<file path="src/hdl/mct_pkg.sv">
package mct_pkg;

    localparam int COORD_W    = 10;
    localparam int MASK_W     = 8;
    localparam int MARGIN_W   = 8;
    localparam int AREA_W     = 21;
    localparam int SUM_W      = 30;
    localparam int THR_W      = AREA_W + 2;
    localparam int CMP_W      = 13;
    localparam int DIV_CNT_W  = 5;
    localparam int CFG_IDX_W  = 3;

    localparam logic [MASK_W-1:0]  MASK_ON      = 8'd255;
    localparam logic [MARGIN_W-1:0] MARGIN_RESET = 8'd5;
    localparam logic [COORD_W-1:0] COORD_MAX    = 10'd1023;

    localparam int MAX_WIDTH_DEF    = 1024;
    localparam int MAX_HEIGHT_DEF   = 1024;
    localparam int GROW_DIVISOR_DEF = 6;

    localparam logic [CFG_IDX_W-1:0] CFG_MARGIN   = 3'd0;
    localparam logic [CFG_IDX_W-1:0] CFG_AREA     = 3'd1;
    localparam logic [CFG_IDX_W-1:0] CFG_START_X  = 3'd2;
    localparam logic [CFG_IDX_W-1:0] CFG_START_Y  = 3'd3;

    typedef struct packed {
        logic [COORD_W-1:0] pixel_x;
        logic [COORD_W-1:0] pixel_y;
        logic [MASK_W-1:0]  mask_value;
        logic               frame_end;
    } t_pix;

    typedef struct packed {
        logic [COORD_W-1:0] center_x;
        logic [COORD_W-1:0] center_y;
        logic               object_active;
        logic [AREA_W-1:0]  object_pixels;
        logic               object_found;
    } t_res;

    typedef struct packed {
        logic [CFG_IDX_W-1:0] idx;
        logic [AREA_W-1:0]    wdata;
    } t_cfg;

    // Which division the shared divider performs.
    typedef enum logic {
        DSEL_SX,
        DSEL_SY
    } t_dsel;

    typedef struct packed {
        logic  pix_ready;
        logic  div_start;
        t_dsel div_sel;
        logic  commit;
    } t_cmd;

    typedef struct packed {
        logic frame_done;
        logic div_done;
        logic out_free;
    } t_sts;

endpackage

</file>
<file path="src/hdl/mct_stream_if.sv">
interface mct_stream_if #(
    parameter type T = logic
);
    logic valid;
    logic ready;
    T     data;

    modport source (output valid, output data, input ready);
    modport sink   (input valid, input data, output ready);
endinterface

</file>
<file path="src/hdl/mct_ctrl.sv">
module mct_ctrl
    import mct_pkg::*;
(
    input  logic i_clk,
    input  logic i_rst_n,
    input  t_sts i_sts,
    output t_cmd o_cmd
);

    typedef enum logic [1:0] {
        ST_ACC,
        ST_START,
        ST_RUN,
        ST_HOLD
    } t_state;

    t_state r_state;
    t_dsel  r_sel;

    always_ff @(posedge i_clk) begin
        if (!i_rst_n) begin
            r_state <= ST_ACC;
            r_sel   <= DSEL_SX;
        end else begin
            case (r_state)
                ST_ACC: begin
                    if (i_sts.frame_done) begin
                        r_state <= ST_START;
                        r_sel   <= DSEL_SX;
                    end
                end
                ST_START: begin
                    r_state <= ST_RUN;
                end
                ST_RUN: begin
                    if (i_sts.div_done) begin
                        if (r_sel == DSEL_SY) begin
                            r_state <= ST_HOLD;
                        end else begin
                            r_sel   <= DSEL_SY;
                            r_state <= ST_START;
                        end
                    end
                end
                ST_HOLD: begin
                    if (i_sts.out_free) begin
                        r_state <= ST_ACC;
                    end
                end
                default: begin
                    r_state <= ST_ACC;
                end
            endcase
        end
    end

    assign o_cmd.pix_ready = (r_state == ST_ACC);
    assign o_cmd.div_start = (r_state == ST_START);
    assign o_cmd.div_sel   = r_sel;
    assign o_cmd.commit    = (r_state == ST_HOLD) && i_sts.out_free;

endmodule

</file>
<file path="src/hdl/mct_datapath.sv">
module mct_datapath
    import mct_pkg::*;
#(
    parameter int MAX_WIDTH    = MAX_WIDTH_DEF,
    parameter int MAX_HEIGHT   = MAX_HEIGHT_DEF,
    parameter int GROW_DIVISOR = GROW_DIVISOR_DEF
) (
    input  logic          i_clk,
    input  logic          i_rst_n,
    input  t_cmd          i_cmd,
    output t_sts          o_sts,
    mct_stream_if.sink    i_pix,
    mct_stream_if.source  o_res,
    mct_stream_if.sink    i_cfg
);

    // Reciprocals for the threshold divisions; with a shift of the area width plus
    // ceil(log2(divisor)) the truncated quotient is exact for every area value.
    localparam int RCP_W  = AREA_W + 1;
    localparam int PROD_W = AREA_W + RCP_W;
    localparam int HI_SH  = AREA_W + $clog2(GROW_DIVISOR);
    localparam int LO_SH  = AREA_W + $clog2(2 * GROW_DIVISOR);
    localparam logic [RCP_W-1:0] HI_RCP =
        RCP_W'(((64'd1 << HI_SH) + 64'(GROW_DIVISOR) - 64'd1) / 64'(GROW_DIVISOR));
    localparam logic [RCP_W-1:0] LO_RCP =
        RCP_W'(((64'd1 << LO_SH) + 64'(2 * GROW_DIVISOR) - 64'd1) / 64'(2 * GROW_DIVISOR));

    function automatic logic [COORD_W-1:0] f_deadband(
        input logic [COORD_W-1:0]  t,
        input logic [COORD_W-1:0]  c,
        input logic [MARGIN_W-1:0] m
    );
        logic [COORD_W:0] t_hi;
        logic [COORD_W:0] c_hi;
        t_hi = {1'b0, t} + {3'b0, m};
        c_hi = {1'b0, c} + {3'b0, m};
        if (({1'b0, c} > t_hi) || (c_hi < {1'b0, t})) begin
            return c;
        end
        return t;
    endfunction

    // Configuration and tracking state
    logic [MARGIN_W-1:0] r_margin;
    logic [AREA_W-1:0]   r_area;
    logic [COORD_W-1:0]  r_trk_x;
    logic [COORD_W-1:0]  r_trk_y;
    logic                r_active;

    // Accumulators
    logic [SUM_W-1:0]    r_sum_x;
    logic [SUM_W-1:0]    r_sum_y;
    logic [AREA_W-1:0]   r_hit;

    // Shared divider
    logic                r_div_busy;
    logic                r_div_done;
    logic [DIV_CNT_W-1:0] r_div_cnt;
    t_dsel               r_div_sel;
    logic [SUM_W-1:0]    r_dvd;
    logic [AREA_W-1:0]   r_dvs;
    logic [AREA_W-1:0]   r_rem;
    logic [SUM_W-1:0]    r_quo;

    // Division results
    logic [COORD_W-1:0]  r_cen_x;
    logic [COORD_W-1:0]  r_cen_y;
    logic [AREA_W-1:0]   r_q_hi;
    logic [AREA_W-1:0]   r_q_lo;

    // Output register
    logic                r_out_valid;
    t_res                r_res;

    logic                pix_fire;
    logic                pix_hit;
    logic [SUM_W:0]      n_sum_x;
    logic [SUM_W:0]      n_sum_y;
    logic [AREA_W:0]     rem_sh;
    logic [AREA_W:0]     rem_diff;
    logic                rem_ge;
    logic [SUM_W-1:0]    dvd_sel;
    logic [AREA_W-1:0]   dvs_sel;
    logic [COORD_W-1:0]  quo_clamp;
    logic [PROD_W-1:0]   prod_hi;
    logic [PROD_W-1:0]   prod_lo;
    logic [THR_W-1:0]    thr_hi;
    logic [THR_W-1:0]    thr_lo;
    logic [THR_W-1:0]    cnt_ext;
    logic                found;
    logic                n_active;
    logic                out_free;

    assign pix_fire = i_pix.valid && i_cmd.pix_ready;
    assign pix_hit  = (i_pix.data.mask_value == MASK_ON)
                   && ({3'b0, i_pix.data.pixel_x} < CMP_W'(MAX_WIDTH))
                   && ({3'b0, i_pix.data.pixel_y} < CMP_W'(MAX_HEIGHT));
    assign n_sum_x  = {1'b0, r_sum_x} + (SUM_W+1)'(i_pix.data.pixel_x);
    assign n_sum_y  = {1'b0, r_sum_y} + (SUM_W+1)'(i_pix.data.pixel_y);

    assign i_pix.ready = i_cmd.pix_ready;
    assign i_cfg.ready = 1'b1;

    // One restoring step per cycle, most significant dividend bit first.
    assign rem_sh   = {r_rem, r_dvd[SUM_W-1]};
    assign rem_ge   = rem_sh >= {1'b0, r_dvs};
    assign rem_diff = rem_sh - {1'b0, r_dvs};

    always_comb begin
        case (i_cmd.div_sel)
            DSEL_SX: begin
                dvd_sel = r_sum_x;
                dvs_sel = r_hit;
            end
            DSEL_SY: begin
                dvd_sel = r_sum_y;
                dvs_sel = r_hit;
            end
            default: begin
                dvd_sel = r_sum_x;
                dvs_sel = r_hit;
            end
        endcase
    end

    assign quo_clamp = (r_quo > SUM_W'(COORD_MAX)) ? COORD_MAX : r_quo[COORD_W-1:0];

    assign prod_hi = PROD_W'(r_area) * PROD_W'(HI_RCP);
    assign prod_lo = PROD_W'(r_area) * PROD_W'(LO_RCP);

    always_ff @(posedge i_clk) begin
        if (!i_rst_n) begin
            r_div_busy <= 1'b0;
            r_div_done <= 1'b0;
            r_div_cnt  <= '0;
        end else begin
            r_div_done <= 1'b0;
            if (i_cmd.div_start) begin
                r_div_busy <= 1'b1;
                r_div_cnt  <= '0;
            end else if (r_div_busy) begin
                if (r_div_cnt == DIV_CNT_W'(SUM_W - 1)) begin
                    r_div_busy <= 1'b0;
                    r_div_done <= 1'b1;
                end else begin
                    r_div_cnt <= r_div_cnt + 1'b1;
                end
            end
        end
    end

    always_ff @(posedge i_clk) begin
        // User changes area register only while idle (not enforced), so these settle before frame end.
        r_q_hi <= AREA_W'(prod_hi >> HI_SH);
        r_q_lo <= AREA_W'(prod_lo >> LO_SH);
        if (i_cmd.div_start) begin
            r_div_sel <= i_cmd.div_sel;
            r_dvd     <= dvd_sel;
            r_dvs     <= dvs_sel;
            r_rem     <= '0;
            r_quo     <= '0;
        end else if (r_div_busy) begin
            r_dvd <= {r_dvd[SUM_W-2:0], 1'b0};
            r_rem <= rem_ge ? rem_diff[AREA_W-1:0] : rem_sh[AREA_W-1:0];
            r_quo <= {r_quo[SUM_W-2:0], rem_ge};
        end
        if (r_div_done) begin
            case (r_div_sel)
                DSEL_SX: r_cen_x <= quo_clamp;
                DSEL_SY: r_cen_y <= quo_clamp;
                default: r_cen_x <= quo_clamp;
            endcase
        end
    end

    // Frame-end decision
    assign found   = (r_hit != '0);
    assign cnt_ext = THR_W'(r_hit);
    assign thr_hi  = THR_W'(r_area) + THR_W'(r_q_hi);
    assign thr_lo  = THR_W'(r_area) + THR_W'(r_q_lo);

    always_comb begin
        n_active = r_active;
        if (cnt_ext > thr_hi) begin
            n_active = 1'b1;
        end else if (cnt_ext < thr_lo) begin
            n_active = 1'b0;
        end
    end

    assign out_free = !r_out_valid || o_res.ready;

    always_ff @(posedge i_clk) begin
        if (!i_rst_n) begin
            r_margin    <= MARGIN_RESET;
            r_area      <= '0;
            r_trk_x     <= '0;
            r_trk_y     <= '0;
            r_active    <= 1'b0;
            r_sum_x     <= '0;
            r_sum_y     <= '0;
            r_hit       <= '0;
            r_out_valid <= 1'b0;
        end else begin
            if (i_cfg.valid) begin
                case (i_cfg.data.idx)
                    CFG_MARGIN:  r_margin <= i_cfg.data.wdata[MARGIN_W-1:0];
                    CFG_AREA:    r_area   <= i_cfg.data.wdata;
                    CFG_START_X: r_trk_x  <= i_cfg.data.wdata[COORD_W-1:0];
                    CFG_START_Y: r_trk_y  <= i_cfg.data.wdata[COORD_W-1:0];
                    default: ;
                endcase
            end

            if (pix_fire && pix_hit) begin
                r_sum_x <= n_sum_x[SUM_W] ? '1 : n_sum_x[SUM_W-1:0];
                r_sum_y <= n_sum_y[SUM_W] ? '1 : n_sum_y[SUM_W-1:0];
                if (r_hit != '1) begin
                    r_hit <= r_hit + 1'b1;
                end
            end

            if (i_cmd.commit) begin
                if (found) begin
                    r_trk_x <= f_deadband(r_trk_x, r_cen_x, r_margin);
                    r_trk_y <= f_deadband(r_trk_y, r_cen_y, r_margin);
                end
                r_active    <= n_active;
                r_sum_x     <= '0;
                r_sum_y     <= '0;
                r_hit       <= '0;
                r_out_valid <= 1'b1;
            end else if (o_res.ready) begin
                r_out_valid <= 1'b0;
            end
        end
    end

    always_ff @(posedge i_clk) begin
        if (i_cmd.commit) begin
            r_res.center_x      <= found ? f_deadband(r_trk_x, r_cen_x, r_margin) : r_trk_x;
            r_res.center_y      <= found ? f_deadband(r_trk_y, r_cen_y, r_margin) : r_trk_y;
            r_res.object_active <= n_active;
            r_res.object_pixels <= r_hit;
            r_res.object_found  <= found;
        end
    end

    assign o_res.valid = r_out_valid;
    assign o_res.data  = r_res;

    assign o_sts.frame_done = pix_fire && i_pix.data.frame_end;
    assign o_sts.div_done   = r_div_done;
    assign o_sts.out_free   = out_free;

endmodule

</file>
<file path="src/hdl/mask_centroid_tracker_unit.sv">
// Binary-mask centroid tracker. Mask pixels are taken one per clock on i_pix while the block
// accumulates; a pixel whose mask byte is 255 and that lies inside MAX_WIDTH x MAX_HEIGHT adds
// its column and row to saturating sums and bumps the object count. The frame-end pixel is
// counted too, then the block stops taking pixels while a single radix-2 divider performs
// two 30-step divisions in turn (column sum, then row sum) and until the result is loaded;
// loading waits while an earlier result still sits in the output register. The
// hysteresis thresholds reference_area + reference_area/GROW_DIVISOR and reference_area +
// reference_area/(2*GROW_DIVISOR) use quotients from a constant reciprocal multiply on the
// area register. One result per frame is placed in the output register and the accumulators
// clear. Pixels of the next frame are accepted while that result waits to be taken. Each
// tracked coordinate follows the truncated centroid only when it lies more than margin pixels
// away; an empty frame keeps the center. Writing start_center_x or start_center_y moves the
// tracked center at once. Configuration is to be written by the user only while the block
// is idle; the block itself does not enforce this.
module mask_centroid_tracker_unit
    import mct_pkg::*;
#(
    parameter int MAX_WIDTH    = MAX_WIDTH_DEF,
    parameter int MAX_HEIGHT   = MAX_HEIGHT_DEF,
    parameter int GROW_DIVISOR = GROW_DIVISOR_DEF
) (
    input  logic         i_clk,
    input  logic         i_rst_n,
    mct_stream_if.sink   i_pix,
    mct_stream_if.source o_res,
    mct_stream_if.sink   i_cfg
);

    t_cmd cmd;
    t_sts sts;

    mct_ctrl u_ctrl (
        .i_clk   (i_clk),
        .i_rst_n (i_rst_n),
        .i_sts   (sts),
        .o_cmd   (cmd)
    );

    mct_datapath #(
        .MAX_WIDTH    (MAX_WIDTH),
        .MAX_HEIGHT   (MAX_HEIGHT),
        .GROW_DIVISOR (GROW_DIVISOR)
    ) u_datapath (
        .i_clk   (i_clk),
        .i_rst_n (i_rst_n),
        .i_cmd   (cmd),
        .o_sts   (sts),
        .i_pix   (i_pix),
        .o_res   (o_res),
        .i_cfg   (i_cfg)
    );

endmodule

</file>
<file path="src/flat_wrapper.sv">
// flat-port wrapper written by rule: the top's interface ports become plain ports
module mask_centroid_tracker_unit_flat import mct_pkg::*;
#(
    parameter int MAX_WIDTH    = MAX_WIDTH_DEF,
    parameter int MAX_HEIGHT   = MAX_HEIGHT_DEF,
    parameter int GROW_DIVISOR = GROW_DIVISOR_DEF
)
  (i_clk, i_rst_n, i_pix_valid, i_pix_data, i_pix_ready, o_res_valid, o_res_data, o_res_ready, i_cfg_valid, i_cfg_data, i_cfg_ready);
  mct_stream_if #(.T(t_pix)) i_pix_i ();
  mct_stream_if #(.T(t_res)) o_res_i ();
  mct_stream_if #(.T(t_cfg)) i_cfg_i ();
  input  logic i_clk;
  input  logic i_rst_n;
  input wire logic [$bits(i_pix_i.valid)-1:0] i_pix_valid;
  input wire logic [$bits(i_pix_i.data)-1:0] i_pix_data;
  output wire logic [$bits(i_pix_i.ready)-1:0] i_pix_ready;
  output wire logic [$bits(o_res_i.valid)-1:0] o_res_valid;
  output wire logic [$bits(o_res_i.data)-1:0] o_res_data;
  input wire logic [$bits(o_res_i.ready)-1:0] o_res_ready;
  input wire logic [$bits(i_cfg_i.valid)-1:0] i_cfg_valid;
  input wire logic [$bits(i_cfg_i.data)-1:0] i_cfg_data;
  output wire logic [$bits(i_cfg_i.ready)-1:0] i_cfg_ready;
  assign i_pix_i.valid = i_pix_valid;
  assign i_pix_i.data = i_pix_data;
  assign i_pix_ready = i_pix_i.ready;
  assign o_res_valid = o_res_i.valid;
  assign o_res_data = o_res_i.data;
  assign o_res_i.ready = o_res_ready;
  assign i_cfg_i.valid = i_cfg_valid;
  assign i_cfg_i.data = i_cfg_data;
  assign i_cfg_ready = i_cfg_i.ready;
  mask_centroid_tracker_unit #(.MAX_WIDTH(MAX_WIDTH), .MAX_HEIGHT(MAX_HEIGHT), .GROW_DIVISOR(GROW_DIVISOR)) u_core (.i_clk(i_clk), .i_rst_n(i_rst_n), .i_pix(i_pix_i), .o_res(o_res_i), .i_cfg(i_cfg_i));
endmodule
</file>
<file path="config.mk">
export PLATFORM = sky130hd
export DESIGN_NAME = mask_centroid_tracker_unit_flat
export DESIGN_NICKNAME = d
export VERILOG_FILES = /design/src/hdl/mct_pkg.sv /design/src/hdl/mct_stream_if.sv /design/src/hdl/mct_ctrl.sv /design/src/hdl/mct_datapath.sv /design/src/hdl/mask_centroid_tracker_unit.sv /design/src/flat_wrapper.sv
export SDC_FILE = /design/constraint.sdc
export NUM_CORES = 1
export LEC_CHECK = 0
export BUFFER_PORTS_ARGS = -buffer_cell sky130_fd_sc_hd__buf_4
export CAP_MARGIN = 20
export CELL_PAD_IN_SITES_DETAIL_PLACEMENT = 0
export CELL_PAD_IN_SITES_GLOBAL_PLACEMENT = 2
export CORE_MARGIN = 4
export CORE_UTILIZATION = 44
export CTS_CLUSTER_SIZE = 28
export DETAILED_ROUTE_END_ITERATION = 6
export PLACE_DENSITY = 0.89
export SETUP_SLACK_MARGIN = 0.2
export SKIP_LAST_GASP = 1
export SLEW_MARGIN = 30
export SYNTH_ARGS = -nofsm -noshare
export SYNTH_HDL_FRONTEND = slang
export SYNTH_SLANG_ARGS = --single-unit
</file>
<file path="constraint.sdc">
create_clock -name i_clk -period 13.1 [get_ports i_clk]
set_input_delay 1.965 -clock i_clk [delete_from_list [all_inputs] [get_ports i_clk]]
set_output_delay 1.965 -clock i_clk [all_outputs]
set_load 0.005 [all_outputs]
</file>
==> results of run 1 <==
-- per-layer routing --
metal	global-route usage, %	wire length [µm]	vias to the layer above
met5	0	0	-
met4	5.215	1491	0
met3	3.894	3165	86
met2	35.58	31550	342
met1	27.97	30340	9509
li1	-	-	9745
-- per-stage QoR --
stage | utilization, % | hold WS [ns] | power (W) | setup WS (ns) | cell area [µm²]
after floorplan | - | 0.4064 | 0.001544 | 7.067 | 25870
after global placement | 47.28 | 0.4585 | 0.001685 | 6.577 | 27380
after detailed placement | 47.29 | 0.4725 | 0.001694 | 6.485 | 27390
after CTS | 49.64 | 0.4821 | 0.002860 | 6.458 | 28750
after global routing | 49.69 | 0.5107 | 0.002978 | 6.031 | 28780
final | 49.69 | 0.4809 | 0.002830 | 6.526 | 28780
-- power breakdown --
part / switching (W) / internal [W] / leakage (nW) / total (W)
registers: 0.0000419 / 0.00110 / 2.73 / 0.00114
logic: 0.000310 / 0.000225 / 9.85 / 0.000535
clock network: 0.000478 / 0.000679 / 0.655 / 0.00116
total: 0.000830 / 0.00200 / 13.2 / 0.00283
-- flip-flops by register name, summed over array words and instances (netlist names), 2 cells and up --
signal,count
u_core.u_datapath.r_cen_x,10
u_core.u_datapath.r_cen_y,10
u_core.u_datapath.r_hit,21
u_core.u_datapath.r_margin,8
u_core.u_datapath.r_q_lo,18
u_core.u_datapath.r_quo,30
u_core.u_datapath.r_trk_x,10
u_core.u_datapath.r_trk_y,10
u_core.u_datapath.r_area,21
u_core.u_datapath.r_rem,21
u_core.u_datapath.r_div_cnt,5
u_core.u_datapath.r_dvd,30
u_core.u_datapath.r_sum_x,30
u_core.u_datapath.r_sum_y,30
u_core.u_datapath.o_res.data,43
u_core.u_ctrl.r_state,2
u_core.u_datapath.r_dvs,21
-- cells by family (layout without fill, tap and decap cells) --
group	after synthesis	after routing
multiplexers	104	104
XOR/XNOR	134	134
other	1	2
AO/OA/AOI/OAI	627	627
AND/OR/NAND/NOR	632	632
adder cells (fa/ha/maj)	493	493
flip-flops	327	327
buffers and inverters	378	496
-- Yosys cell counts, types with 4 or more instances --
master    number
a211oi_2       5
mux2i_1       84
edfxtp_1     115
and4b_1        4
xor2_1        54
nand3_1       45
mux2_2        10
fa_1         131
nand4_1       29
and2_1        11
buf_4          5
nand2_1      185
nor2b_1       33
clkbuf_1      52
buf_1          6
and3_1        21
buf_2          6
and4_1        15
nand2b_1      22
o21a_1        26
o21ai_0      129
a311oi_1      28
o21bai_1      31
o31ai_1        6
inv_1        306
xnor2_1       80
o21ai_1       24
a21o_1        65
nor3_1        61
a31oi_1       22
a211oi_1      42
ha_1         362
a21oi_1      174
nor2_1       143
nor4_1        12
o211ai_1       7
nor4b_1        4
or3_1         25
mux2_1        10
dfxtp_1      212
a21oi_2        6
-- final timing paths --
kind	start	endpoint	slack [ns]	cells after the start
worst min-delay path	u_core.u_datapath.r_rem[2]	u_core.u_datapath.r_rem[2]	0.48	2
worst max-delay path	u_core.u_datapath.r_area[6]	u_core.u_datapath.r_q_lo[10]	6.53	21
worst min register to register	u_core.u_datapath.r_rem[2]	u_core.u_datapath.r_rem[2]	0.48	2
worst max register to register	u_core.u_datapath.r_area[6]	u_core.u_datapath.r_q_lo[10]	6.53	21
-- final cells by class --
cell class	instances	area (µm²)	area share (%)
Timing Repair Buffer	114	850.8	2.956
Inverter	308	1156	4.017
Antenna cell	1	2.502	0.008695
Multi-Input combinational cell	1991	16750	58.20
Clock buffer	48	1084	3.765
Sequential cell	327	7702	26.76
Tap cell	765	957.2	3.326
Clock inverter	26	277.8	0.9651
-- worst max-delay path, cell delays in order, from the launching register on --
cell	delay [ns]
dfxtp_1	0.37
ha_1	0.32
inv_1	0.08
fa_1	0.61
inv_1	0.12
fa_1	0.68
inv_1	0.10
fa_1	0.58
inv_1	0.07
fa_1	0.50
fa_1	0.44
ha_1	0.28
ha_1	0.37
a21o_1	0.19
a21o_1	0.17
a21oi_1	0.22
nor2_1	0.09
a211o_1	0.31
a221o_1	0.44
a21o_1	0.25
a21oi_2	0.15
xnor2_1	0.14
==> impl_metrics.tcl, run 1 <==
set metrics [dict create \
    status "completed" \
    cts-htree-levels 2 \
    cts_setup_buffers 0 \
    ir_drop_mv 0.09048 \
    synth_enable_flop_cells 115 \
    fin_cells 3580 \
    ys_ff_latch 327 \
    dp.final_hpwl_um 52430 \
    netlist_top_cells_area "ha_1 18%, dfxtp_1 16%, edfxtp_1 13%" \
    clk_path_buf_depth 3 \
    cts_tree "built" \
    clk-insertion-delay-late_ns 0.56 \
    worstSetupPathType "reg2reg" \
    worst-endpoint-required_ns 13.58 \
    crit_fanout 6 \
    cts_buffers 41 \
    grt_pass1_vias 19960 \
    cts_root_buf "clkbuf_16" \
    firstDrtPassIters 5 \
    dp.cells 3504 \
    worstPathArrival_ns 7.05 \
    area_growth_pct 11.27 \
    start_util_pct 44.66 \
    die-area_um2 62730 \
    port_buffers 102 \
    fmax_mhz 152.1 \
    setup_violations 0 \
    drive_gt1_share_pct 8.778 \
    layout_commonest_cell "ha_1" \
    cts_hold_buf 0 \
    synth_seq_area_share_pct 29.76 \
    clkTransAtPathRegs_ns 0.06 \
    synth_top_family_by_area "adder cells" \
    p_leak_nw 13.23 \
    setup_tns_ns 0 \
    core_um2 57920 \
    syn-num-nets 3247 \
    dieWidth_um 250.5 \
    layout_common_cells "362 x ha_1, 306 x inv_1, 210 x dfxtp_1" \
    synth_top_area_cell "ha_1" \
    layout.nets 3334 \
    wire_per_inst_um 18.59 \
    grt_max_degree 78 \
    slew_violations 0 \
    cp-start-kind "flop" \
    gp_congestion 0.8649 \
    synth_xor_area_share_pct 4.537 \
    avgViaCountPerCell 5.498 \
    ant_nets 0 \
    antenna_found_initial 0 \
    finalCritPeriodShare_pct 50.19 \
    synthMuxAreaShare_pct 4.121 \
    final-hold-violation-count 0 \
    synth_top_area_share_pct 17.51 \
    skew_ns 0.01462 \
    syn_area_per_cell_um2 9.594 \
    ios 104 \
    hold_path.class "reg2reg" \
    grt-ovfl-total 0 \
    yosys_warnings 0 \
    drt_iter0_drc 1045 \
    finalWirelength_um 66550 \
    worst_slew_pin_slew_ns 0.9278 \
    synth_top_flop_cell "dfxtp_1" \
    clock-sinks 327 \
    synth-simple-area-share_pct 12.17 \
    rows 88 \
    cts_resized 0 \
    grt_setup_unrepaired "false" \
    period_minus_slack_ns 6.574 \
    ys_types 100 \
    synth_fa_ha_area_share_pct 27.65 \
    syn_inst 2696 \
    die_h_um 250.5 \
    synthesis.area_um2 25870 \
    powerDensity_nw_per_um2 98.33 \
    track_usage_pct 21.03 \
    grt_pass1_wl_um 107200 \
    synth-async-reset-ratio_pct 0 \
    drv_cap 0 \
    critPathCaptureType "flop" \
    synth_compound_area_share_pct 16.13 \
    fillers 5429 \
    vias 19680 \
    drcViolationCount 0 \
    slew-limit-headroom_pct 37.99 \
]
Note: power is estimated with default switching activity, not from simulation.
==> run 2: changes to the inputs <==
Settings changed: CORE_UTILIZATION 44 to 37, PLACE_DENSITY 0.89 to 0.8.
Clock period 13.1 ns to 5.5 ns, I/O delays scaled along.
==> run 2 against run 1 <==
The flow now finishes with violations (negative setup slack). Die area is 18% higher. Core utilization is 5.2 points lower. First-iteration DRC count is 11% higher. Clock power is 140% higher. Critical endpoint is now u_core.u_datapath.r_q_lo[17]. Highest routed layer unchanged.
==> impl_metrics.tcl, run 2 (synthesis gave the netlist of run 1 again) <==
set metrics [dict create \
    ir_drop_mv 0.1538 \
    setup_tns_ns -4.740 \
    dpl-instance-area_um2 28830 \
    track_usage_pct 18.85 \
    holdWs_ns 0.4780 \
    drv_cap 0 \
    worst-endpoint-required_ns 5.96 \
    fin_ws_ns -0.4293 \
    violations "negative setup slack" \
    rows 96 \
    drt_iter0_drc 1158 \
    firstDrtPassIters 5 \
    cts_tree "built" \
    layout_common_cells "337 x ha_1, 291 x inv_1, 244 x buf_4" \
    wire_per_inst_um 18.04 \
    clk-insertion-delay-late_ns 0.57 \
    design_area_um2 30700 \
    grt_pass1_vias 20780 \
    num_antenna_cells 0 \
    fillers 6708 \
    layout.nets 3477 \
    cts_root_buf "clkbuf_16" \
    cts-htree-levels 2 \
    dp.final_hpwl_um 54930 \
    final-hold-violation-count 0 \
    die-area_um2 74200 \
    worst_slew_pin_slew_ns 0.9340 \
    slew_violations 0 \
    crit_fanout 5 \
    gp_congestion 0.8249 \
    area_growth_pct 18.71 \
    layout_commonest_cell "ha_1" \
    drcViolationCount 0 \
    grt-ovfl-total 0 \
    cp-start-kind "flop" \
    setup_violations 16 \
    port_buffers 102 \
    powerDensity_nw_per_um2 222.8 \
    clock-sinks 327 \
    period_minus_slack_ns 5.929 \
    fmax_mhz 168.7 \
    clk_path_buf_depth 3 \
    drive_gt1_share_pct 16.53 \
    status "complete, but fails checks" \
    worstPathArrival_ns 6.39 \
    hold_path.class "reg2reg" \
    critPathCaptureType "flop" \
    largest_reg_flops 43 \
    vias 20290 \
    grt_pass1_wl_um 113100 \
    finalCritPeriodShare_pct 107.8 \
    slew-limit-headroom_pct 37.58 \
    die_h_um 272.4 \
    start_util_pct 37.52 \
    antenna_found_initial 0 \
    cts_buffers 41 \
    dieWidth_um 272.4 \
    core_um2 68950 \
    clkTransAtPathRegs_ns 0.07 \
    avgViaCountPerCell 5.216 \
    ant_nets 0 \
    finalWirelength_um 70150 \
    skew_ns 0.02972 \
    ios 104 \
    grt_max_degree 78 \
    grt_setup_unrepaired "true" \
    worstSetupPathType "reg2reg" \
    p_leak_nw 13.97 \
]
## run 2: cell types whose count changed in the layout (fill, tap and decap cells not counted), sizes merged
cell / change
buf: +143
bufinv: -2
clkbuf: +6
clkinv: -1
clkinvlp: +2
diode: -1
inv: -4
## run 2: report_power, final
group	internal, W	total, W	switching (W)
Combinational	0.000622	0.00140	0.000780
Sequential	0.00261	0.00269	0.0000813
Clock	0.00163	0.00275	0.00112
## run 2: final cells by class
type / count / area (µm²) / share of cell area [%]
timing repair buffer: 257 / 1968 / 6.410
clock buffer: 54 / 1189 / 3.871
clock inverter: 21 / 191.4 / 0.6235
multi-input combinational: 1991 / 17300 / 56.34
inverter: 308 / 1161 / 3.782
sequential: 327 / 7730 / 25.18
tap: 931 / 1165 / 3.794
## run 2: metal layers
layer | wire (µm) | vias up | GRT usage (%)
met5 | 0 | - | 0
met4 | 1832 | 0 | 5.187
met3 | 2895 | 95 | 2.634
met2 | 32900 | 387 | 31.66
met1 | 32520 | 9764 | 25.49
li1 | - | 10040 | -
## run 2: timing repair
action                     in CTS  in global routing
resized for setup              37                 32
setup endpoints to repair      19                 21
cloned                          0                  0
buffers inserted               12                  6
hold buffers                    0                  0
hold endpoints to repair        0                  0
pin swaps                      49                 38
## run 2: critical path, cell delays in order, from the launching register on
cell,delay (ns)
dfxtp_4,0.35
ha_4,0.27
inv_4,0.04
fa_2,0.57
inv_2,0.05
fa_2,0.62
fa_2,0.48
fa_2,0.36
inv_2,0.07
fa_1,0.41
inv_1,0.08
fa_1,0.46
ha_4,0.31
nand4_1,0.17
nor4_4,0.32
buf_4,0.20
nand2_4,0.05
a31oi_4,0.17
a211o_1,0.16
a221o_2,0.27
a41oi_2,0.14
o21bai_1,0.17
xnor2_1,0.09
## run 2: worst paths after layout
kind	startpoint	endpoint	slack, ns	cells past startpoint
worst max-delay path	u_core.u_datapath.r_area[6]	u_core.u_datapath.r_q_lo[17]	-0.43	22
worst min-delay path	u_core.u_datapath.r_rem[2]	u_core.u_datapath.r_rem[2]	0.48	2
worst max register to register	u_core.u_datapath.r_area[6]	u_core.u_datapath.r_q_lo[17]	-0.43	22
worst min register to register	u_core.u_datapath.r_rem[2]	u_core.u_datapath.r_rem[2]	0.48	2
## run 2: metrics by stage
stage / util, % / cells / total power, W / worst slack [ns]
2_1_floorplan: - / 2696 / 0.003708 / -0.2525
3_3_place_gp: 41.79 / 3793 / 0.004063 / -0.6551
3_5_place_dp: 41.82 / 3796 / 0.004096 / -0.7750
4_1_cts: 44.22 / 3883 / 0.006916 / -0.4713
5_1_grt: 44.53 / 3889 / 0.007220 / -0.6072
6_report: 44.53 / 3889 / 0.006842 / -0.4293
